### config.mk
export PLATFORM = sky130hd
export DESIGN_NAME = stk500v1_isp_command_engine_core
export DESIGN_NICKNAME = d
export VERILOG_FILES = /design/src/design/stk_isp_pkg.sv /design/src/design/stk_isp_ram.sv /design/src/design/stk500v1_isp_command_engine_core.sv
export VERILOG_INCLUDE_DIRS = /design/src /design/src/design
export SDC_FILE = /design/constraint.sdc
export NUM_CORES = 2
export LEC_CHECK = 0
export ABC_AREA = 1
export BUFFER_PORTS_ARGS = -buffer_cell sky130_fd_sc_hd__buf_2
export CAP_MARGIN = 30
export CELL_PAD_IN_SITES_DETAIL_PLACEMENT = 0
export CELL_PAD_IN_SITES_GLOBAL_PLACEMENT = 1
export CORE_MARGIN = 5
export CORE_UTILIZATION = 55
export CTS_CLUSTER_DIAMETER = 150
export DETAILED_ROUTE_END_ITERATION = 8
export PLACE_DENSITY_LB_ADDON = 0.1
export SYNTH_ARGS = -nofsm -noshare
export SYNTH_HDL_FRONTEND = slang
export SYNTH_SLANG_ARGS = --single-unit
### constraint.sdc
create_clock -name clk -period 54 [get_ports clk]
set_clock_uncertainty 0.2 [all_clocks]
set_input_delay 2.7 -clock clk [delete_from_list [all_inputs] [get_ports clk]]
set_output_delay 2.7 -clock clk [all_outputs]
set_load 0.01 [all_outputs]
### src/design/stk500v1_isp_command_engine_core_assert.svh
// Assertion macros shared by the command engine.
`ifndef STK500V1_ISP_COMMAND_ENGINE_CORE_ASSERT_SVH
`define STK500V1_ISP_COMMAND_ENGINE_CORE_ASSERT_SVH
`ifndef NO_ASSERTIONS
// Same-cycle implication, sampled on clk, off during reset.
`define ISP_ASSERT_IMP(lbl, ante, cons, msg) \
	lbl: assert property (@(posedge clk) disable iff (!arst_n) (ante) |-> (cons)) else $error(msg);
// Next-cycle implication, sampled on clk, off during reset.
`define ISP_ASSERT_NXT(lbl, ante, cons, msg) \
	lbl: assert property (@(posedge clk) disable iff (!arst_n) (ante) |=> (cons)) else $error(msg);
`else
`define ISP_ASSERT_IMP(lbl, ante, cons, msg)
`define ISP_ASSERT_NXT(lbl, ante, cons, msg)
`endif
`endif

### src/design/stk_isp_pkg.sv
package stk_isp_pkg;

	localparam int DEF_BUFFER_DEPTH = 256;
	localparam int DEF_EEPROM_CHUNK = 32;
	localparam int MAX_RES = 10;

	// host reply codes
	localparam logic [7:0] R_OK      = 8'h10;
	localparam logic [7:0] R_FAILED  = 8'h11;
	localparam logic [7:0] R_UNKNOWN = 8'h12;
	localparam logic [7:0] R_INSYNC  = 8'h14;
	localparam logic [7:0] R_NOSYNC  = 8'h15;
	localparam logic [7:0] EOP       = 8'h20;

	// host commands
	localparam logic [7:0] CMD_SYNC      = 8'h30;
	localparam logic [7:0] CMD_SIGN_ON   = 8'h31;
	localparam logic [7:0] CMD_GET_PARM  = 8'h41;
	localparam logic [7:0] CMD_SET_DEV   = 8'h42;
	localparam logic [7:0] CMD_SET_DEVX  = 8'h45;
	localparam logic [7:0] CMD_ENTER_PGM = 8'h50;
	localparam logic [7:0] CMD_LEAVE_PGM = 8'h51;
	localparam logic [7:0] CMD_LOAD_ADDR = 8'h55;
	localparam logic [7:0] CMD_UNIVERSAL = 8'h56;
	localparam logic [7:0] CMD_PROG_FL   = 8'h60;
	localparam logic [7:0] CMD_PROG_DATA = 8'h61;
	localparam logic [7:0] CMD_PROG_PAGE = 8'h64;
	localparam logic [7:0] CMD_READ_PAGE = 8'h74;
	localparam logic [7:0] CMD_READ_SIG  = 8'h75;

	// parameter queries
	localparam logic [7:0] PARM_HW    = 8'h80;
	localparam logic [7:0] PARM_SWMAJ = 8'h81;
	localparam logic [7:0] PARM_SWMIN = 8'h82;
	localparam logic [7:0] PARM_PTYPE = 8'h93;

	// memory kinds
	localparam logic [1:0] MEM_NONE   = 2'd0;
	localparam logic [1:0] MEM_FLASH  = 2'd1;
	localparam logic [1:0] MEM_EEPROM = 2'd2;

	// result kinds
	localparam logic [1:0] OK_HOST  = 2'd0;
	localparam logic [1:0] OK_FRAME = 2'd1;
	localparam logic [1:0] OK_RESET = 2'd2;
	localparam logic [1:0] OK_SPIEN = 2'd3;

	// config register indexes
	localparam logic [1:0] CFG_HW    = 2'd0;
	localparam logic [1:0] CFG_SWMAJ = 2'd1;
	localparam logic [1:0] CFG_SWMIN = 2'd2;

	// SPI instructions
	localparam logic [7:0] SPI_PGM_EN  = 8'hAC;
	localparam logic [7:0] SPI_PGM_EN2 = 8'h53;
	localparam logic [7:0] SPI_LD_LO   = 8'h40;
	localparam logic [7:0] SPI_LD_HI   = 8'h48;
	localparam logic [7:0] SPI_COMMIT  = 8'h4C;
	localparam logic [7:0] SPI_RD_LO   = 8'h20;
	localparam logic [7:0] SPI_RD_HI   = 8'h28;
	localparam logic [7:0] SPI_EE_WR   = 8'hC0;
	localparam logic [7:0] SPI_EE_RD   = 8'hA0;
	localparam logic [7:0] SPI_SIG     = 8'h30;

	typedef struct packed {
		logic [1:0] kind;
		logic [7:0] hb;
		logic [7:0] b0;
		logic [7:0] b1;
		logic [7:0] b2;
		logic [7:0] b3;
		logic       lvl;
		logic       last;
	} res_t;

	function automatic res_t mk_host(input logic [7:0] b);
		res_t r;
		r = '0;
		r.kind = OK_HOST;
		r.hb = b;
		return r;
	endfunction

	function automatic res_t mk_frame(input logic [7:0] a, input logic [7:0] b,
		input logic [7:0] c, input logic [7:0] d);
		res_t r;
		r = '0;
		r.kind = OK_FRAME;
		r.b0 = a;
		r.b1 = b;
		r.b2 = c;
		r.b3 = d;
		return r;
	endfunction

	function automatic res_t mk_line(input logic [1:0] k, input logic l);
		res_t r;
		r = '0;
		r.kind = k;
		r.lvl = l;
		return r;
	endfunction

	// sign-on text
	function automatic logic [7:0] id_char(input logic [2:0] i);
		logic [7:0] c;
		unique case (i)
			3'd0: c = 8'h41;
			3'd1: c = 8'h56;
			3'd2: c = 8'h52;
			3'd3: c = 8'h20;
			3'd4: c = 8'h49;
			3'd5: c = 8'h53;
			3'd6: c = 8'h50;
			default: c = 8'h00;
		endcase
		return c;
	endfunction

endpackage

### src/design/stk_isp_ram.sv
module stk_isp_ram #(
	parameter int WIDTH = 8,
	parameter int DEPTH = 256
) (
	input  logic                     clk,
	input  logic                     we,
	input  logic [$clog2(DEPTH)-1:0] waddr,
	input  logic [WIDTH-1:0]         wdata,
	input  logic [$clog2(DEPTH)-1:0] raddr,
	output logic [WIDTH-1:0]         rdata
);

	logic [WIDTH-1:0] mem [DEPTH];

	always_ff @(posedge clk) begin
		if (we) begin
			mem[waddr] <= wdata;
		end
		rdata <= mem[raddr];
	end

endmodule

### src/design/stk500v1_isp_command_engine_core.sv
// In-system programmer command engine speaking STK500 version 1. Input transfers carry one byte
// each: tuser low is a host link byte, tuser high is the reply byte of the last SPI frame sent
// (a byte of the wrong kind for the current phase is dropped with no result). Each input byte
// is registered, then decoded into up to ten results that drain one per cycle while
// m_axis_tready is high from an output shift buffer: host bytes, four-byte SPI frames,
// reset line levels and SPI enables; tlast marks the last result of a byte. A byte that
// yields at most one result lets the next byte follow at once while the output is ready;
// a byte that yields more holds the input side while the output buffer drains. The page
// buffer is a RAM with registered read whose next address is predicted from the state, so no read stall.
`include "stk500v1_isp_command_engine_core_assert.svh"

module stk500v1_isp_command_engine_core #(
	parameter int BUFFER_DEPTH = stk_isp_pkg::DEF_BUFFER_DEPTH,
	parameter int EEPROM_CHUNK = stk_isp_pkg::DEF_EEPROM_CHUNK
) (
	input  logic        clk,
	input  logic        arst_n,
	input  logic        s_axis_tvalid,
	output logic        s_axis_tready,
	input  logic [7:0]  s_axis_tdata,  // data[7:0]
	input  logic        s_axis_tuser,  // req_type[0]
	output logic        m_axis_tvalid,
	input  logic        m_axis_tready,
	output logic [47:0] m_axis_tdata,  // host_byte[7:0] spi_b0[15:8] spi_b1[23:16]
	                                   // spi_b2[31:24] spi_b3[39:32] line_level[40]
	output logic [1:0]  m_axis_tuser,  // out_kind[1:0]
	output logic        m_axis_tlast,
	input  logic        cfg_we,
	input  logic [1:0]  cfg_index,
	input  logic [7:0]  cfg_wdata
);

	localparam int AW = $clog2(BUFFER_DEPTH);
	localparam logic [15:0] CHUNK16 = 16'(EEPROM_CHUNK);
	localparam int NR = stk_isp_pkg::MAX_RES;

	localparam logic [4:0] PH_IDLE        = 5'd0;
	localparam logic [4:0] PH_EOP_EMPTY   = 5'd1;
	localparam logic [4:0] PH_EOP_BYTE    = 5'd2;
	localparam logic [4:0] PH_EOP_ID      = 5'd3;
	localparam logic [4:0] PH_VER         = 5'd4;
	localparam logic [4:0] PH_FILL        = 5'd5;
	localparam logic [4:0] PH_ADDR_LO     = 5'd6;
	localparam logic [4:0] PH_ADDR_HI     = 5'd7;
	localparam logic [4:0] PH_SKIP        = 5'd8;
	localparam logic [4:0] PH_LEN_HI      = 5'd9;
	localparam logic [4:0] PH_LEN_LO      = 5'd10;
	localparam logic [4:0] PH_MEMTYPE     = 5'd11;
	localparam logic [4:0] PH_EOP_READ    = 5'd12;
	localparam logic [4:0] PH_EOP_SIG     = 5'd13;
	localparam logic [4:0] PH_EOP_UNKNOWN = 5'd14;
	localparam logic [4:0] PH_EOP_FLASH   = 5'd15;
	localparam logic [4:0] PH_EOP_EEPROM  = 5'd16;
	localparam logic [4:0] PH_SPI_PMODE   = 5'd17;
	localparam logic [4:0] PH_SPI_UNIV    = 5'd18;
	localparam logic [4:0] PH_FW_LO       = 5'd19;
	localparam logic [4:0] PH_FW_HI       = 5'd20;
	localparam logic [4:0] PH_FW_COMMIT   = 5'd21;
	localparam logic [4:0] PH_FW_FINAL    = 5'd22;
	localparam logic [4:0] PH_EEW         = 5'd23;
	localparam logic [4:0] PH_FR_LO       = 5'd24;
	localparam logic [4:0] PH_FR_HI       = 5'd25;
	localparam logic [4:0] PH_ER          = 5'd26;
	localparam logic [4:0] PH_SIG         = 5'd27;

	function automatic logic [AW-1:0] wrap_inc(input logic [AW-1:0] x, input logic [1:0] k);
		logic [AW:0] s;
		s = {1'b0, x} + (AW+1)'(k);
		if (s >= (AW+1)'(BUFFER_DEPTH)) begin
			s = s - (AW+1)'(BUFFER_DEPTH);
		end
		return s[AW-1:0];
	endfunction

	function automatic logic [AW-1:0] wrap_dec(input logic [AW-1:0] x);
		logic [AW-1:0] r;
		if (x == '0) begin
			r = AW'(BUFFER_DEPTH - 1);
		end else begin
			r = x - AW'(1);
		end
		return r;
	endfunction

	function automatic logic [15:0] fill_tgt(input logic [7:0] c, input logic [1:0] m,
		input logic [15:0] t);
		logic [15:0] r;
		r = t;
		if (c == stk_isp_pkg::CMD_PROG_PAGE && m == stk_isp_pkg::MEM_EEPROM && t > CHUNK16) begin
			r = CHUNK16;
		end
		return r;
	endfunction

	function automatic logic [15:0] cur_page(input logic [15:0] ps, input logic [15:0] wa);
		logic [15:0] r;
		case (ps)
			16'd32:  r = wa & 16'hFFF0;
			16'd64:  r = wa & 16'hFFE0;
			16'd128: r = wa & 16'hFFC0;
			16'd256: r = wa & 16'hFF80;
			default: r = wa;
		endcase
		return r;
	endfunction

	// input register
	logic       in_v_s1;
	logic       in_type_s1;
	logic [7:0] in_data_s1;

	// engine state
	logic [7:0]  cmd_q, cmd_n;
	logic [4:0]  phase_q, phase_n;
	logic [15:0] wa_q, wa_n;
	logic [15:0] bi_q, bi_n;
	logic [AW-1:0] bidx_q, bidx_n;
	logic [15:0] tl_q, tl_n;
	logic [1:0]  mk_q, mk_n;
	logic [7:0]  dev_q, dev_n;
	logic [15:0] ps_q, ps_n;
	logic [15:0] es_q, es_n;
	logic [15:0] err_q, err_n;
	logic        pm_q, pm_n;
	logic [15:0] op_q, op_n;
	logic [15:0] cs_q, cs_n;
	logic [7:0]  held_q, held_n;
	logic [7:0]  hw_q, swmaj_q, swmin_q;

	// copies of the parameter block bytes 0..3 and 12..15
	logic [7:0] pb_q [8];
	logic [7:0] pbw [8];

	stk_isp_pkg::res_t res [NR];
	logic [3:0]        res_cnt;
	stk_isp_pkg::res_t obuf_q [NR];
	logic [3:0]        obuf_cnt_q;

	logic          m_fire, step_fire, waiting, fill_we;
	logic [AW-1:0] raddr, pred_ph_addr;
	logic [7:0]    ram_rdata, rd_byte, byp_d_q;
	logic          byp_q;

	assign m_axis_tvalid = obuf_cnt_q != 4'd0;
	assign m_fire = m_axis_tvalid && m_axis_tready;
	assign step_fire = in_v_s1 && (obuf_cnt_q == 4'd0 || (obuf_cnt_q == 4'd1 && m_fire));
	assign s_axis_tready = !in_v_s1 || step_fire;
	assign waiting = phase_q >= PH_SPI_PMODE;
	assign fill_we = !in_type_s1 && !waiting && phase_q == PH_FILL;
	assign rd_byte = byp_q ? byp_d_q : ram_rdata;

	assign pbw[0] = (fill_we && bidx_q == AW'(0))  ? in_data_s1 : pb_q[0];
	assign pbw[1] = (fill_we && bidx_q == AW'(1))  ? in_data_s1 : pb_q[1];
	assign pbw[2] = (fill_we && bidx_q == AW'(2))  ? in_data_s1 : pb_q[2];
	assign pbw[3] = (fill_we && bidx_q == AW'(3))  ? in_data_s1 : pb_q[3];
	assign pbw[4] = (fill_we && bidx_q == AW'(12)) ? in_data_s1 : pb_q[4];
	assign pbw[5] = (fill_we && bidx_q == AW'(13)) ? in_data_s1 : pb_q[5];
	assign pbw[6] = (fill_we && bidx_q == AW'(14)) ? in_data_s1 : pb_q[6];
	assign pbw[7] = (fill_we && bidx_q == AW'(15)) ? in_data_s1 : pb_q[7];

	always_comb begin
		logic        sf, fd, ah;
		logic [3:0]  rn;
		logic [15:0] ea;
		logic [7:0]  d, buf0;
		sf = 1'b0;
		fd = 1'b0;
		rn = 4'd0;
		d = in_data_s1;
		ah = dev_q >= 8'hE0;
		ea = '0;
		buf0 = (fill_we && bidx_q == '0) ? in_data_s1 : rd_byte;
		for (int i = 0; i < NR; i++) begin
			res[i] = '0;
		end
		cmd_n = cmd_q;
		phase_n = phase_q;
		wa_n = wa_q;
		bi_n = bi_q;
		bidx_n = bidx_q;
		tl_n = tl_q;
		mk_n = mk_q;
		dev_n = dev_q;
		ps_n = ps_q;
		es_n = es_q;
		err_n = err_q;
		pm_n = pm_q;
		op_n = op_q;
		cs_n = cs_q;
		held_n = held_q;

		if (in_type_s1 && waiting) begin
			case (phase_q)
				PH_SPI_PMODE: begin
					pm_n = 1'b1;
					phase_n = PH_EOP_EMPTY;
				end
				PH_SPI_UNIV: begin
					held_n = d;
					phase_n = PH_EOP_BYTE;
				end
				PH_FW_LO: begin
					res[rn] = stk_isp_pkg::mk_frame(stk_isp_pkg::SPI_LD_HI, wa_q[15:8],
						wa_q[7:0], rd_byte);
					rn = rn + 4'd1;
					phase_n = PH_FW_HI;
				end
				PH_FW_HI: begin
					wa_n = wa_q + 16'd1;
					if ({1'b0, bi_q} + 17'd2 < {1'b0, tl_q}) begin
						bi_n = bi_q + 16'd2;
						bidx_n = wrap_inc(bidx_q, 2'd2);
						if (op_q != cur_page(ps_q, wa_n)) begin
							res[rn] = stk_isp_pkg::mk_frame(stk_isp_pkg::SPI_COMMIT, op_q[15:8],
								op_q[7:0], 8'h00);
							rn = rn + 4'd1;
							phase_n = PH_FW_COMMIT;
						end else begin
							res[rn] = stk_isp_pkg::mk_frame(stk_isp_pkg::SPI_LD_LO, wa_n[15:8],
								wa_n[7:0], rd_byte);
							rn = rn + 4'd1;
							phase_n = PH_FW_LO;
						end
					end else begin
						res[rn] = stk_isp_pkg::mk_frame(stk_isp_pkg::SPI_COMMIT, op_q[15:8],
							op_q[7:0], 8'h00);
						rn = rn + 4'd1;
						phase_n = PH_FW_FINAL;
					end
				end
				PH_FW_COMMIT: begin
					op_n = cur_page(ps_q, wa_q);
					res[rn] = stk_isp_pkg::mk_frame(stk_isp_pkg::SPI_LD_LO, wa_q[15:8],
						wa_q[7:0], rd_byte);
					rn = rn + 4'd1;
					phase_n = PH_FW_LO;
				end
				PH_FW_FINAL: begin
					res[rn] = stk_isp_pkg::mk_host(stk_isp_pkg::R_OK);
					rn = rn + 4'd1;
					phase_n = PH_IDLE;
				end
				PH_EEW: begin
					bi_n = bi_q + 16'd1;
					bidx_n = wrap_inc(bidx_q, 2'd1);
					if (bi_n < fill_tgt(cmd_q, mk_q, tl_q)) begin
						ea = cs_q + bi_n;
						res[rn] = stk_isp_pkg::mk_frame(stk_isp_pkg::SPI_EE_WR, ea[15:8],
							ea[7:0], rd_byte);
						rn = rn + 4'd1;
						phase_n = PH_EEW;
					end else if (tl_q > CHUNK16) begin
						tl_n = tl_q - CHUNK16;
						cs_n = cs_q + CHUNK16;
						sf = 1'b1;
					end else begin
						held_n = stk_isp_pkg::R_OK;
						phase_n = PH_EOP_EEPROM;
					end
				end
				PH_FR_LO: begin
					res[rn] = stk_isp_pkg::mk_host(d);
					rn = rn + 4'd1;
					res[rn] = stk_isp_pkg::mk_frame(stk_isp_pkg::SPI_RD_HI, wa_q[15:8],
						wa_q[7:0], 8'h00);
					rn = rn + 4'd1;
					phase_n = PH_FR_HI;
				end
				PH_FR_HI: begin
					res[rn] = stk_isp_pkg::mk_host(d);
					rn = rn + 4'd1;
					wa_n = wa_q + 16'd1;
					if ({1'b0, bi_q} + 17'd2 < {1'b0, tl_q}) begin
						bi_n = bi_q + 16'd2;
						bidx_n = wrap_inc(bidx_q, 2'd2);
						res[rn] = stk_isp_pkg::mk_frame(stk_isp_pkg::SPI_RD_LO, wa_n[15:8],
							wa_n[7:0], 8'h00);
						rn = rn + 4'd1;
						phase_n = PH_FR_LO;
					end else begin
						res[rn] = stk_isp_pkg::mk_host(stk_isp_pkg::R_OK);
						rn = rn + 4'd1;
						phase_n = PH_IDLE;
					end
				end
				PH_ER: begin
					res[rn] = stk_isp_pkg::mk_host(d);
					rn = rn + 4'd1;
					bi_n = bi_q + 16'd1;
					bidx_n = wrap_inc(bidx_q, 2'd1);
					if (bi_n < tl_q) begin
						ea = cs_q + bi_n;
						res[rn] = stk_isp_pkg::mk_frame(stk_isp_pkg::SPI_EE_RD, ea[15:8],
							ea[7:0], 8'hFF);
						rn = rn + 4'd1;
						phase_n = PH_ER;
					end else begin
						res[rn] = stk_isp_pkg::mk_host(stk_isp_pkg::R_OK);
						rn = rn + 4'd1;
						phase_n = PH_IDLE;
					end
				end
				PH_SIG: begin
					res[rn] = stk_isp_pkg::mk_host(d);
					rn = rn + 4'd1;
					bi_n = bi_q + 16'd1;
					bidx_n = wrap_inc(bidx_q, 2'd1);
					if (bi_n < 16'd3) begin
						res[rn] = stk_isp_pkg::mk_frame(stk_isp_pkg::SPI_SIG, 8'h00,
							bi_n[7:0], 8'h00);
						rn = rn + 4'd1;
						phase_n = PH_SIG;
					end else begin
						res[rn] = stk_isp_pkg::mk_host(stk_isp_pkg::R_OK);
						rn = rn + 4'd1;
						phase_n = PH_IDLE;
					end
				end
				default: phase_n = PH_IDLE;
			endcase
		end else if (!in_type_s1 && !waiting) begin
			case (phase_q)
				PH_IDLE: begin
					cmd_n = d;
					case (d)
						stk_isp_pkg::CMD_SYNC: begin
							err_n = '0;
							phase_n = PH_EOP_EMPTY;
						end
						stk_isp_pkg::CMD_SIGN_ON: phase_n = PH_EOP_ID;
						stk_isp_pkg::CMD_GET_PARM: phase_n = PH_VER;
						stk_isp_pkg::CMD_SET_DEV: begin
							tl_n = 16'd20;
							sf = 1'b1;
						end
						stk_isp_pkg::CMD_SET_DEVX: begin
							tl_n = 16'd5;
							sf = 1'b1;
						end
						stk_isp_pkg::CMD_UNIVERSAL: begin
							tl_n = 16'd4;
							sf = 1'b1;
						end
						stk_isp_pkg::CMD_ENTER_PGM: begin
							if (!pm_q) begin
								res[0] = stk_isp_pkg::mk_line(stk_isp_pkg::OK_RESET, ah);
								res[1] = stk_isp_pkg::mk_line(stk_isp_pkg::OK_SPIEN, 1'b1);
								res[2] = stk_isp_pkg::mk_line(stk_isp_pkg::OK_RESET, !ah);
								res[3] = stk_isp_pkg::mk_line(stk_isp_pkg::OK_RESET, ah);
								res[4] = stk_isp_pkg::mk_frame(stk_isp_pkg::SPI_PGM_EN,
									stk_isp_pkg::SPI_PGM_EN2, 8'h00, 8'h00);
								rn = 4'd5;
								phase_n = PH_SPI_PMODE;
							end else begin
								phase_n = PH_EOP_EMPTY;
							end
						end
						stk_isp_pkg::CMD_LEAVE_PGM: begin
							err_n = '0;
							res[0] = stk_isp_pkg::mk_line(stk_isp_pkg::OK_SPIEN, 1'b0);
							res[1] = stk_isp_pkg::mk_line(stk_isp_pkg::OK_RESET, ah);
							rn = 4'd2;
							pm_n = 1'b0;
							phase_n = PH_EOP_EMPTY;
						end
						stk_isp_pkg::CMD_LOAD_ADDR: phase_n = PH_ADDR_LO;
						stk_isp_pkg::CMD_PROG_FL: begin
							bi_n = 16'd2;
							bidx_n = AW'(2);
							phase_n = PH_SKIP;
						end
						stk_isp_pkg::CMD_PROG_DATA: begin
							bi_n = 16'd1;
							bidx_n = AW'(1);
							phase_n = PH_SKIP;
						end
						stk_isp_pkg::CMD_PROG_PAGE, stk_isp_pkg::CMD_READ_PAGE:
							phase_n = PH_LEN_HI;
						stk_isp_pkg::CMD_READ_SIG: phase_n = PH_EOP_SIG;
						stk_isp_pkg::EOP: begin
							err_n = err_q + 16'd1;
							res[0] = stk_isp_pkg::mk_host(stk_isp_pkg::R_NOSYNC);
							rn = 4'd1;
							phase_n = PH_IDLE;
						end
						default: begin
							err_n = err_q + 16'd1;
							phase_n = PH_EOP_UNKNOWN;
						end
					endcase
				end
				PH_EOP_EMPTY: begin
					if (d == stk_isp_pkg::EOP) begin
						res[0] = stk_isp_pkg::mk_host(stk_isp_pkg::R_INSYNC);
						res[1] = stk_isp_pkg::mk_host(stk_isp_pkg::R_OK);
						rn = 4'd2;
					end else begin
						err_n = err_q + 16'd1;
						res[0] = stk_isp_pkg::mk_host(stk_isp_pkg::R_NOSYNC);
						rn = 4'd1;
					end
					phase_n = PH_IDLE;
				end
				PH_EOP_BYTE, PH_EOP_EEPROM: begin
					if (d == stk_isp_pkg::EOP) begin
						res[0] = stk_isp_pkg::mk_host(stk_isp_pkg::R_INSYNC);
						res[1] = stk_isp_pkg::mk_host(held_q);
						rn = 4'd2;
						if (phase_q == PH_EOP_BYTE) begin
							res[2] = stk_isp_pkg::mk_host(stk_isp_pkg::R_OK);
							rn = 4'd3;
						end
					end else begin
						err_n = err_q + 16'd1;
						res[0] = stk_isp_pkg::mk_host(stk_isp_pkg::R_NOSYNC);
						rn = 4'd1;
					end
					phase_n = PH_IDLE;
				end
				PH_EOP_ID: begin
					if (d == stk_isp_pkg::EOP) begin
						res[0] = stk_isp_pkg::mk_host(stk_isp_pkg::R_INSYNC);
						for (int i = 0; i < 7; i++) begin
							res[i+1] = stk_isp_pkg::mk_host(stk_isp_pkg::id_char(3'(i)));
						end
						res[8] = stk_isp_pkg::mk_host(stk_isp_pkg::R_OK);
						rn = 4'd9;
					end else begin
						err_n = err_q + 16'd1;
						res[0] = stk_isp_pkg::mk_host(stk_isp_pkg::R_NOSYNC);
						rn = 4'd1;
					end
					phase_n = PH_IDLE;
				end
				PH_VER: begin
					case (d)
						stk_isp_pkg::PARM_HW:    held_n = hw_q;
						stk_isp_pkg::PARM_SWMAJ: held_n = swmaj_q;
						stk_isp_pkg::PARM_SWMIN: held_n = swmin_q;
						stk_isp_pkg::PARM_PTYPE: held_n = 8'h53;
						default:                 held_n = 8'h00;
					endcase
					phase_n = PH_EOP_BYTE;
				end
				PH_FILL: begin
					bi_n = bi_q + 16'd1;
					bidx_n = wrap_inc(bidx_q, 2'd1);
					if (bi_n >= fill_tgt(cmd_q, mk_q, tl_q)) begin
						fd = 1'b1;
					end
				end
				PH_ADDR_LO: begin
					wa_n = {8'h00, d};
					phase_n = PH_ADDR_HI;
				end
				PH_ADDR_HI: begin
					wa_n = wa_q + {d, 8'h00};
					phase_n = PH_EOP_EMPTY;
				end
				PH_SKIP: begin
					bi_n = bi_q - 16'd1;
					bidx_n = wrap_dec(bidx_q);
					if (bi_n == '0) begin
						phase_n = PH_EOP_EMPTY;
					end
				end
				PH_LEN_HI: begin
					tl_n = {d, 8'h00};
					phase_n = PH_LEN_LO;
				end
				PH_LEN_LO: begin
					tl_n = tl_q | {8'h00, d};
					phase_n = PH_MEMTYPE;
				end
				PH_MEMTYPE: begin
					mk_n = (d == 8'h46) ? stk_isp_pkg::MEM_FLASH :
						(d == 8'h45) ? stk_isp_pkg::MEM_EEPROM : stk_isp_pkg::MEM_NONE;
					if (cmd_q == stk_isp_pkg::CMD_READ_PAGE) begin
						phase_n = PH_EOP_READ;
					end else if (mk_n == stk_isp_pkg::MEM_FLASH) begin
						sf = 1'b1;
					end else if (mk_n == stk_isp_pkg::MEM_EEPROM) begin
						if (tl_q > es_q) begin
							err_n = err_q + 16'd1;
							held_n = stk_isp_pkg::R_FAILED;
							phase_n = PH_EOP_EEPROM;
						end else begin
							cs_n = {wa_q[14:0], 1'b0};
							sf = 1'b1;
						end
					end else begin
						res[0] = stk_isp_pkg::mk_host(stk_isp_pkg::R_FAILED);
						rn = 4'd1;
						phase_n = PH_IDLE;
					end
				end
				PH_EOP_READ: begin
					if (d != stk_isp_pkg::EOP) begin
						err_n = err_q + 16'd1;
						res[0] = stk_isp_pkg::mk_host(stk_isp_pkg::R_NOSYNC);
						rn = 4'd1;
						phase_n = PH_IDLE;
					end else begin
						res[0] = stk_isp_pkg::mk_host(stk_isp_pkg::R_INSYNC);
						rn = 4'd1;
						bi_n = '0;
						bidx_n = '0;
						phase_n = PH_IDLE;
						if (mk_q == stk_isp_pkg::MEM_FLASH) begin
							if (tl_q != '0) begin
								res[1] = stk_isp_pkg::mk_frame(stk_isp_pkg::SPI_RD_LO, wa_q[15:8],
									wa_q[7:0], 8'h00);
								phase_n = PH_FR_LO;
							end else begin
								res[1] = stk_isp_pkg::mk_host(stk_isp_pkg::R_OK);
							end
						end else if (mk_q == stk_isp_pkg::MEM_EEPROM) begin
							cs_n = {wa_q[14:0], 1'b0};
							if (tl_q != '0) begin
								res[1] = stk_isp_pkg::mk_frame(stk_isp_pkg::SPI_EE_RD, cs_n[15:8],
									cs_n[7:0], 8'hFF);
								phase_n = PH_ER;
							end else begin
								res[1] = stk_isp_pkg::mk_host(stk_isp_pkg::R_OK);
							end
						end else begin
							res[1] = stk_isp_pkg::mk_host(stk_isp_pkg::R_FAILED);
						end
						rn = 4'd2;
					end
				end
				PH_EOP_SIG: begin
					if (d != stk_isp_pkg::EOP) begin
						err_n = err_q + 16'd1;
						res[0] = stk_isp_pkg::mk_host(stk_isp_pkg::R_NOSYNC);
						rn = 4'd1;
						phase_n = PH_IDLE;
					end else begin
						res[0] = stk_isp_pkg::mk_host(stk_isp_pkg::R_INSYNC);
						res[1] = stk_isp_pkg::mk_frame(stk_isp_pkg::SPI_SIG, 8'h00, 8'h00, 8'h00);
						rn = 4'd2;
						bi_n = '0;
						bidx_n = '0;
						phase_n = PH_SIG;
					end
				end
				PH_EOP_UNKNOWN: begin
					res[0] = stk_isp_pkg::mk_host((d == stk_isp_pkg::EOP) ?
						stk_isp_pkg::R_UNKNOWN : stk_isp_pkg::R_NOSYNC);
					rn = 4'd1;
					phase_n = PH_IDLE;
				end
				PH_EOP_FLASH: begin
					if (d != stk_isp_pkg::EOP) begin
						err_n = err_q + 16'd1;
						res[0] = stk_isp_pkg::mk_host(stk_isp_pkg::R_NOSYNC);
						rn = 4'd1;
						phase_n = PH_IDLE;
					end else begin
						res[0] = stk_isp_pkg::mk_host(stk_isp_pkg::R_INSYNC);
						op_n = cur_page(ps_q, wa_q);
						bi_n = '0;
						bidx_n = '0;
						if (tl_q != '0) begin
							res[1] = stk_isp_pkg::mk_frame(stk_isp_pkg::SPI_LD_LO, wa_q[15:8],
								wa_q[7:0], rd_byte);
							phase_n = PH_FW_LO;
						end else begin
							res[1] = stk_isp_pkg::mk_frame(stk_isp_pkg::SPI_COMMIT, op_n[15:8],
								op_n[7:0], 8'h00);
							phase_n = PH_FW_FINAL;
						end
						rn = 4'd2;
					end
				end
				default: phase_n = PH_IDLE;
			endcase
		end

		if (sf) begin
			bi_n = '0;
			bidx_n = '0;
			phase_n = PH_FILL;
			if (fill_tgt(cmd_n, mk_n, tl_n) == '0) begin
				fd = 1'b1;
			end
		end

		if (fd) begin
			case (cmd_n)
				stk_isp_pkg::CMD_SET_DEV: begin
					dev_n = pbw[0];
					ps_n = {pbw[4], pbw[5]};
					es_n = {pbw[6], pbw[7]};
					phase_n = PH_EOP_EMPTY;
				end
				stk_isp_pkg::CMD_SET_DEVX: phase_n = PH_EOP_EMPTY;
				stk_isp_pkg::CMD_UNIVERSAL: begin
					res[rn] = stk_isp_pkg::mk_frame(pbw[0], pbw[1], pbw[2], pbw[3]);
					rn = rn + 4'd1;
					phase_n = PH_SPI_UNIV;
				end
				stk_isp_pkg::CMD_PROG_PAGE: begin
					if (mk_n == stk_isp_pkg::MEM_FLASH) begin
						phase_n = PH_EOP_FLASH;
					end else if (fill_tgt(cmd_n, mk_n, tl_n) == '0) begin
						held_n = stk_isp_pkg::R_OK;
						phase_n = PH_EOP_EEPROM;
					end else begin
						bi_n = '0;
						bidx_n = '0;
						res[rn] = stk_isp_pkg::mk_frame(stk_isp_pkg::SPI_EE_WR, cs_n[15:8],
							cs_n[7:0], buf0);
						rn = rn + 4'd1;
						phase_n = PH_EEW;
					end
				end
				default: phase_n = PH_IDLE;
			endcase
		end

		if (rn != 4'd0) begin
			res[rn - 4'd1].last = 1'b1;
		end
		res_cnt = rn;
	end

	// next page buffer address each phase reads, kept fetched every cycle
	always_comb begin
		case (phase_n)
			PH_EOP_FLASH, PH_FILL: pred_ph_addr = '0;
			PH_FW_LO, PH_EEW:      pred_ph_addr = wrap_inc(bidx_n, 2'd1);
			PH_FW_HI:              pred_ph_addr = wrap_inc(bidx_n, 2'd2);
			default:               pred_ph_addr = bidx_n;
		endcase
	end

	always_comb begin
		case (phase_q)
			PH_EOP_FLASH, PH_FILL: raddr = '0;
			PH_FW_LO, PH_EEW:      raddr = wrap_inc(bidx_q, 2'd1);
			PH_FW_HI:              raddr = wrap_inc(bidx_q, 2'd2);
			default:               raddr = bidx_q;
		endcase
		if (step_fire) begin
			raddr = pred_ph_addr;
		end
	end

	stk_isp_ram #(
		.WIDTH(8),
		.DEPTH(BUFFER_DEPTH)
	) u_page_buf (
		.clk   (clk),
		.we    (step_fire && fill_we),
		.waddr (bidx_q),
		.wdata (in_data_s1),
		.raddr (raddr),
		.rdata (ram_rdata)
	);

	always_ff @(posedge clk) begin
		byp_d_q <= in_data_s1;
		if (step_fire) begin
			for (int i = 0; i < 8; i++) begin
				pb_q[i] <= pbw[i];
			end
		end
	end

	always_ff @(posedge clk or negedge arst_n) begin
		if (!arst_n) begin
			byp_q <= 1'b0;
		end else begin
			byp_q <= step_fire && fill_we && (bidx_q == raddr);
		end
	end

	// input register
	always_ff @(posedge clk or negedge arst_n) begin
		if (!arst_n) begin
			in_v_s1 <= 1'b0;
		end else if (s_axis_tready) begin
			in_v_s1 <= s_axis_tvalid;
		end
	end

	always_ff @(posedge clk) begin
		if (s_axis_tready && s_axis_tvalid) begin
			in_type_s1 <= s_axis_tuser;
			in_data_s1 <= s_axis_tdata;
		end
	end

	always_ff @(posedge clk or negedge arst_n) begin
		if (!arst_n) begin
			hw_q <= 8'd2;
			swmaj_q <= 8'd1;
			swmin_q <= 8'd18;
		end else if (cfg_we) begin
			case (cfg_index)
				stk_isp_pkg::CFG_HW:    hw_q <= cfg_wdata;
				stk_isp_pkg::CFG_SWMAJ: swmaj_q <= cfg_wdata;
				stk_isp_pkg::CFG_SWMIN: swmin_q <= cfg_wdata;
				default: ;
			endcase
		end
	end

	always_ff @(posedge clk or negedge arst_n) begin
		if (!arst_n) begin
			cmd_q <= '0;
			phase_q <= PH_IDLE;
			wa_q <= '0;
			bi_q <= '0;
			bidx_q <= '0;
			tl_q <= '0;
			mk_q <= stk_isp_pkg::MEM_NONE;
			dev_q <= '0;
			ps_q <= '0;
			es_q <= '0;
			err_q <= '0;
			pm_q <= 1'b0;
			op_q <= '0;
			cs_q <= '0;
			held_q <= '0;
		end else if (step_fire) begin
			cmd_q <= cmd_n;
			phase_q <= phase_n;
			wa_q <= wa_n;
			bi_q <= bi_n;
			bidx_q <= bidx_n;
			tl_q <= tl_n;
			mk_q <= mk_n;
			dev_q <= dev_n;
			ps_q <= ps_n;
			es_q <= es_n;
			err_q <= err_n;
			pm_q <= pm_n;
			op_q <= op_n;
			cs_q <= cs_n;
			held_q <= held_n;
		end
	end

	// result buffer: load on a step, shift out one per transfer
	always_ff @(posedge clk or negedge arst_n) begin
		if (!arst_n) begin
			obuf_cnt_q <= '0;
		end else if (step_fire) begin
			obuf_cnt_q <= res_cnt;
		end else if (m_fire) begin
			obuf_cnt_q <= obuf_cnt_q - 4'd1;
		end
	end

	always_ff @(posedge clk) begin
		if (step_fire) begin
			for (int i = 0; i < NR; i++) begin
				obuf_q[i] <= res[i];
			end
		end else if (m_fire) begin
			for (int i = 0; i < NR - 1; i++) begin
				obuf_q[i] <= obuf_q[i+1];
			end
		end
	end

	assign m_axis_tdata = {7'b0, obuf_q[0].lvl, obuf_q[0].b3, obuf_q[0].b2, obuf_q[0].b1,
		obuf_q[0].b0, obuf_q[0].hb};
	assign m_axis_tuser = obuf_q[0].kind;
	assign m_axis_tlast = obuf_q[0].last;

	`ISP_ASSERT_IMP(a_obuf_bound, 1'b1, obuf_cnt_q <= 4'(NR), "result buffer overfilled")
	`ISP_ASSERT_NXT(a_res_shown, step_fire && res_cnt != 4'd0, m_axis_tvalid, "results lost")
	`ISP_ASSERT_IMP(a_last_end, m_axis_tvalid && m_axis_tlast, obuf_cnt_q == 4'd1, "tlast early")

endmodule

Yosys cells after proc, flatten, opt, wreduce, memory -nomap -nowiden

Memory sizes are Yosys's and may differ from the RTL's. A register that Yosys moved wholly into a read port is not among the register bits.
Cells that the tools add are included.

Bits in writable memories: 2552
Register bits: 199
Output and inout port bits: 53
Logic and storage cells: 480
Input port bits: 24
Memories kept: 3

Memory list:

| memory         | depth | bits a word | rd ports | clocked after memory_dff | wr ports | RTL line                                | source |
|---|---|---|---|---|---|---|---|
| u_page_buf.mem | 256   | 8           | 1        | 1                        | 1        | stk_isp_ram.sv:13                       | `logic [WIDTH-1:0] mem [DEPTH];` |
| obuf_q         | 10    | 44          | 10       | 0                        | 10       | stk500v1_isp_command_engine_core.sv:136 | `stk_isp_pkg::res_t obuf_q [NR];` |
| pb_q           | 8     | 8           | 8        | 0                        | 8        | stk500v1_isp_command_engine_core.sv:131 | `logic [7:0] pb_q [8];` |

Multiplexer cells: 250
$add $sub $neg: 21
Eq/ne operators: 85
Reductions and logical operators: 68
Bitwise operators: 12
Order comparisons: 18

Operators with widths:

| cell                                                | count |
|---|---|
| 2-to-1 mux 440 bit                                  | 4 |
| bitwise mux 440 bit                                 | 3 |
| one-hot mux 440 bit (2 select lines)                | 1 |
| 2-to-1 mux 16 bit                                   | 48 |
| 2-to-1 mux 44 bit                                   | 14 |
| 2-to-1 mux 396 bit                                  | 1 |
| demux 44 bit (select 4 bit)                         | 2 |
| 2-to-1 mux 349 bit                                  | 1 |
| 2-to-1 mux 43 bit                                   | 8 |
| 2-to-1 mux 8 bit                                    | 40 |
| 2-to-1 mux 308 bit                                  | 1 |
| one-hot mux 44 bit (7 select lines)                 | 1 |
| one-hot mux 44 bit (3 select lines)                 | 2 |
| one-hot mux 44 bit (6 select lines)                 | 1 |
| 2-to-1 mux 220 bit                                  | 1 |
| one-hot mux 44 bit (5 select lines)                 | 1 |
| 2-to-1 mux 39 bit                                   | 5 |
| 2-to-1 mux 176 bit                                  | 1 |
| one-hot mux 88 bit (2 select lines)                 | 1 |
| one-hot mux 43 bit (4 select lines)                 | 1 |
| equality test 8 x 7 -> 1 bit, second input constant | 19 |
| 2-to-1 mux 132 bit                                  | 1 |
| one-hot mux 16 bit (2 select lines)                 | 4 |
| 2-to-1 mux 5 bit                                    | 24 |
| 89 further kinds                                    | 269 |

Depth between registers and ports, before layout

Depth in word-level cells: 32
Gate-level depth with buffers: 49
Depth with buffers taken out: 45

By module

Synthesis repeated with hierarchy kept, for this count alone.

Cell total of the unflattened synthesis: 11774
Area, all modules: 122441.2 µm²

Modules (own cells, without submodules):

| module                           | area each (µm²) | cells each | times used |
|---|---|---|---|
| stk_isp_ram                      | 83400.0         | 7001       | 1 |
| stk500v1_isp_command_engine_core | 39041.2         | 4773       | 1 |

Least setup slack after synthesis

Ideal clock, no wire load.

Path type: register to register
Start: register obuf_cnt_q[0]
End: register obuf_cnt_q[1]
Arrival: 29636 ps
Cell stages (with the launch flop): 9
Buffers on the path: 0
Data required time: 53516 ps
Setup slack: 23880 ps
Cells stage by stage: dfrtp_1 -> inv_1 -> ha_1 -> nand2_1 -> o21ai_0 -> inv_1 -> a21oi_1 -> o21ai_0 -> o21ai_0

Longest elaborated chain between the ends: 6

RTL lines:

| item                                                   | RTL line                                | source |
|---|---|---|
| start, declared                                        | stk500v1_isp_command_engine_core.sv:137 | `logic [3:0] obuf_cnt_q;` |
| start signal, assigned                                 | stk500v1_isp_command_engine_core.sv:751 | `obuf_cnt_q <= res_cnt;` |
| start signal, assigned                                 | stk500v1_isp_command_engine_core.sv:753 | `obuf_cnt_q <= obuf_cnt_q - 4'd1;` |
| nonzero test 4 bit *                                   | stk500v1_isp_command_engine_core.sv:144 | `assign m_axis_tvalid = obuf_cnt_q != 4'd0;` |
| via m_axis_tvalid                                      | stk500v1_isp_command_engine_core.sv:22  | `output logic m_axis_tvalid,` |
| logical AND 1 bit *                                    | stk500v1_isp_command_engine_core.sv:145 | `assign m_fire = m_axis_tvalid && m_axis_tready;` |
| logical AND 1 bit                                      | stk500v1_isp_command_engine_core.sv:146 | `assign step_fire = in_v_s1 && (obuf_cnt_q == 4'd0 \|\| (obuf_cnt_q == 4'd1 && m_fire));` |
| logical OR 1 bit                                       | stk500v1_isp_command_engine_core.sv:146 |  |
| logical AND 1 bit                                      | stk500v1_isp_command_engine_core.sv:146 |  |
| 2-to-1 mux 4 bit or nonzero test 2 bit (tied branches) | n/a                                     |  |

Mark *: on every way through the listed nets, which the timed path passes. The rest lies on a longest branch. The select of a mux whose other input is x is not followed.
A chain may end at the register's enable or synchronous reset.

Worst setup path after layout

Start: register tl_q[5]
End: register u_page_buf.rdata[7] (read register of u_page_buf.mem)

Longest elaborated chain between the ends: 25

RTL lines:

| item                                                                           | RTL line                                                                        | source |
|---|---|---|
| start, declared                                                                | stk500v1_isp_command_engine_core.sv:118                                         | `logic [15:0] tl_q, tl_n;` |
| start signal, assigned                                                         | stk500v1_isp_command_engine_core.sv:733                                         | `tl_q <= tl_n;` |
| > comparator 16 x 6 -> 1 bit                                                   | stk500v1_isp_command_engine_core.sv:89, stk500v1_isp_command_engine_core.sv:252 |  |
| logical AND 1 bit                                                              | stk500v1_isp_command_engine_core.sv:89                                          | `if (c == stk_isp_pkg::CMD_PROG_PAGE && m == stk_isp_pkg::MEM_EEPROM && t > CHUNK16) begin` |
| 2-to-1 mux 16 bit                                                              | stk500v1_isp_command_engine_core.sv:89                                          |  |
| 2-to-1 mux 16 bit                                                              | stk500v1_isp_command_engine_core.sv:193                                         | `case (phase_q)` |
| 2-to-1 mux 16 bit                                                              | stk500v1_isp_command_engine_core.sv:192                                         | `if (in_type_s1 && waiting) begin` |
| less-than comparator 16 bit                                                    | stk500v1_isp_command_engine_core.sv:246                                         | `if (bi_n < fill_tgt(cmd_q, mk_q, tl_q)) begin` |
| 2-to-1 mux 16 bit                                                              | stk500v1_isp_command_engine_core.sv:246                                         |  |
| 2-to-1 mux 16 bit                                                              | stk500v1_isp_command_engine_core.sv:193                                         |  |
| [9 not listed]                                                                 | n/a                                                                             |  |
| 2-to-1 mux 8 bit                                                               | stk500v1_isp_command_engine_core.sv:604                                         | `if (mk_n == stk_isp_pkg::MEM_FLASH) begin` |
| 2-to-1 mux 8 bit                                                               | stk500v1_isp_command_engine_core.sv:590                                         | `case (cmd_n)` |
| 2-to-1 mux 8 bit                                                               | stk500v1_isp_command_engine_core.sv:589                                         | `if (fd) begin` |
| adder 8 x 2 -> 9 bit or adder 8 x 1 -> 9 bit (tied branches)                   | stk500v1_isp_command_engine_core.sv:68                                          | `s = {1'b0, x} + (AW+1)'(k);` |
| subtractor 8 x 1 -> 8 bit or greater-or-equal comparator 9 bit (tied branches) | stk500v1_isp_command_engine_core.sv:70, stk500v1_isp_command_engine_core.sv:69  |  |
| 2-to-1 mux 8 bit                                                               | stk500v1_isp_command_engine_core.sv:69                                          | `if (s >= (AW+1)'(BUFFER_DEPTH)) begin` |
| one-hot mux 8 bit (3 select lines) *                                           | stk500v1_isp_command_engine_core.sv:630                                         | `case (phase_n)` |
| 2-to-1 mux 8 bit *                                                             | stk500v1_isp_command_engine_core.sv:645                                         | `if (step_fire) begin` |
| end, declared                                                                  | stk_isp_ram.sv:10                                                               | `output logic [WIDTH-1:0] rdata` |

Mark *: on every way between the ends. The rest lies on a longest branch, timed or not. The select of a mux whose other input is x is not followed.

==> flow_summary.toml <==
[setup_path]
crit_slowest_cell = "buf_4"
path_common_cell = "nand2_1"
critPathKind = "reg -> reg"
cp_max_fo = 164
r2r_slack_ns = 41.58
critPathMaxStageDelay_ns = 0.82
critPathCaptureType = "register"
critPathRequiredTime_ns = 54.64
cp.arrival_ns = 13.06
start_kind = "register"

[job]
maxCapViolCount = 0

[power_and_ir_drop]
cellPowerDensity_nw_per_um2 = 60.2
p_leak_uw = 0.0539
power_switching_share_pct = 44.0
p_comb_share_pct = 43.2
pwr-share-clk_pct = 23.5
netSwitchingPower_uw = 3610
max-vdd-ir-drop_uv = 75.5
share_seq_of_total_power_pct = 33.3
power.internal_uw = 4600

[global_routing]
grt_pass1_vias = 88700
grtUsageTotal_pct = 33.9
grt_pass1_wl_um = 598000
overflow = 0
antenna_found_initial = 23
grt_max_degree = 202

[sta]
tightest_slew_ns = 1.18
maxSlewViolCount = 0
finalHoldViolCount = 0
fin_setup_tns_ns = 0
fmax_mhz = 80.5
setup_ws_ns = 41.58
setup_viol = 0
min_period_ns = 12.42
rsz0062_at_grt = "no"
slew_headroom_pct = 20.9
finalCritPeriodShare_pct = 23.0

[clock_network]
cts_num_sinks = 2708
postCtsSetupRepairBufs = 0
numCtsBuffers = 299
clkTransAtPathRegs_ns = 0.06
h-tree-depth = 5
clockRootBuffer = "clkbuf_16"
clock_latency_ns = 0.94
cts_tree = "yes"
cts_hold_buffers = 0
clock_path_buffers = 4
cts_resized = 0

[placement]
pre_cts_slack_ns = 41.81
gp_congestion = 1.03
hpwl_um = 256000
io_buffers = 69

[synth]
synth_top_flop_cell = "edfxtp_1"
syn-instance-count = 12700
netlist_area_um2 = 125000
synth_edf_count = 2515
synth_area_per_cell_um2 = 9.80
ys_warn_count = 0
synth_cell_type_count = 71
synth-seq-cells = 2708
ys_seq_area_share_pct = 64.3
async_reset_ff_share_pct = 6.54

[floorplanning]
die_w_um = 487
die_h_um = 487
coreArea_um2 = 227000
rows = 175
start_util_pct = 55.1
die_area_um2 = 237000
io_pins = 77

[detailed_routing]
firstDrtPassIters = 9
wl_per_cell_um = 25.9
drcViolationCount = 7
ant_nets = 0
wl_um = 408000
vias = 94100
drt_iter0_drc = 11400
vias_per_cell = 5.96

[outcome]
violations = "DRC"
status = "finished, violations left"

[worst_hold_path]
hp-class = "reg -> reg"

[finish]
fillers = 19100
area_growth_pct = 9.17
drive_gt1_share_pct = 6.12
nNetsFinal = 12700
worst paths after layout:
path,endpoint,startpoint,depth (start not counted)
setup / recovery,u_page_buf.rdata[7]$_DFF_P_,tl_q[5]$_DFFE_PN0P_,45
hold / removal,ps_q[13]$_DFFE_PN0P_,ps_q[13]$_DFFE_PN0P_,2
setup reg to reg,u_page_buf.rdata[7]$_DFF_P_,tl_q[5]$_DFFE_PN0P_,45
hold reg to reg,ps_q[13]$_DFFE_PN0P_,ps_q[13]$_DFFE_PN0P_,2
max in group asynchronous,bidx_q[7]$_DFFE_PN0P_,arst_n,2
min in group asynchronous,tl_q[12]$_DFFE_PN0P_,arst_n,1
kinds of logic (layout without fill, tap and decap cells):
group,after synthesis,in the layout,synth area share (%)
other,1,56,0.00300
adders and majority gates,114,114,1.15
muxes,27,27,0.240
AOI/OAI and AO/OA,1029,1029,4.82
and+or+nand+nor,7303,7303,23.8
buffers and inverters,1487,1461,5.13
DFF,2708,2708,64.3
xor gates and xnor gates,79,79,0.554
metal layers:
| layer | track usage (%) | share of wire [%] | up-vias |
|---|---|---|---|
| met5 | 0 | 0.014 | - |
| met4 | 14.2 | 4.8 | 8 |
| met3 | 6.78 | 9.8 | 952 |
| met2 | 52.0 | 45 | 4855 |
| met1 | 47.6 | 41 | 45700 |
| li1 | - | - | 42600 |
layout make-up:
cell class              instances  area (µm²)  share of cell area (%)
flip-flops and latches       2708       80300                    58.9
multi-input cells            8593       38600                    28.3
clock buffers                 372        7960                    5.83
well taps                    3009        3760                    2.76
inverters                     727        2760                    2.02
repair buffers                233        1950                    1.43
clock inverters               129        1050                   0.767
diodes                         15        37.5                  0.0275
state kept, by name, indices dropped and copies added (netlist names), 16 cells and up:
name	count
pb_q	64
u_page_buf.mem	2048
obuf_q	394
cs_q	16
ps_q	16
op_q	16
es_q	16
tl_q	16
wa_q	16
bi_q	16
synth_stat cells (80+ instances only):
master	number	share of area, %
ha_1	112	1.1
nand2_1	4857	15
edfxtp_1	2515	60
buf_2	334	1.3
nand3_1	1492	6.0
buf_4	80	0.48
clkbuf_1	301	0.90
o21ai_0	500	2.0
a21oi_1	165	0.66
dfrtp_1	173	3.5
o22ai_1	93	0.47
inv_1	662	2.0
nor2_1	780	2.3
critical path, delay by kind of cell (launching register included):
family	cells	cell delay (ns)
AO/OA/AOI/OAI	1	0.13
adder cells (fa/ha/maj)	1	0.30
buffers and inverters	8	3.21
flip-flops	1	0.43
AND/OR/NAND/NOR	35	7.73
per-stage QoR:
stage / hold WS, ns / power, µW / area [µm²] / instances / util, %
after floorplan: 0.253 / 5140 / 125000 / 12800 / -
after global placement: 0.266 / 6220 / 127000 / 15300 / 56.0
after detailed placement: 0.275 / 6250 / 127000 / 15300 / 56.1
after CTS: 0.289 / 8170 / 136000 / 15800 / 60.1
after global routing: 0.311 / 8620 / 136000 / 15800 / 60.2
final: 0.292 / 8210 / 136000 / 15800 / 60.2
cells in the final DEF (no fill, tap or decap), types with 12 or more instances in the layout:
master     count
nand2_1     4845
edfxtp_1    2515
nand3_1     1486
nor2_1       777
inv_1        660
o21ai_0      499
clkbuf_16    306
dfrtp_1      173
a21oi_1      165
buf_4        140
ha_1         111
o22ai_1       93
clkinv_1      77
xor2_1        71
buf_2         69
clkbuf_1      61
o211ai_1      59
nor3_1        50
inv_2         46
conb_1        41
nand4_1       39
clkinv_2      37
o221ai_1      33
a31oi_1       32
a221oi_1      28
nand2_2       25
mux2_2        24
o21a_1        21
nor2_2        17
dfxtp_1       16
bufinv_16     16
diode_2       15
a22oi_1       15
nand3b_1      12
o21ai_1       12
o31ai_1       12
buf_16        12
power groups by stage:
| stage | Clock (µW) | Combinational [µW] | Sequential [µW] |
|---|---|---|---|
| floorplan | 0 | 2240 | 2900 |
| global placement | 0 | 3450 | 2770 |
| detailed placement | 0 | 3480 | 2770 |
| CTS | 1950 | 3490 | 2730 |
| global route | 2040 | 3840 | 2750 |
| finish | 1930 | 3550 | 2730 |
(Power assumes the default switching activity.)
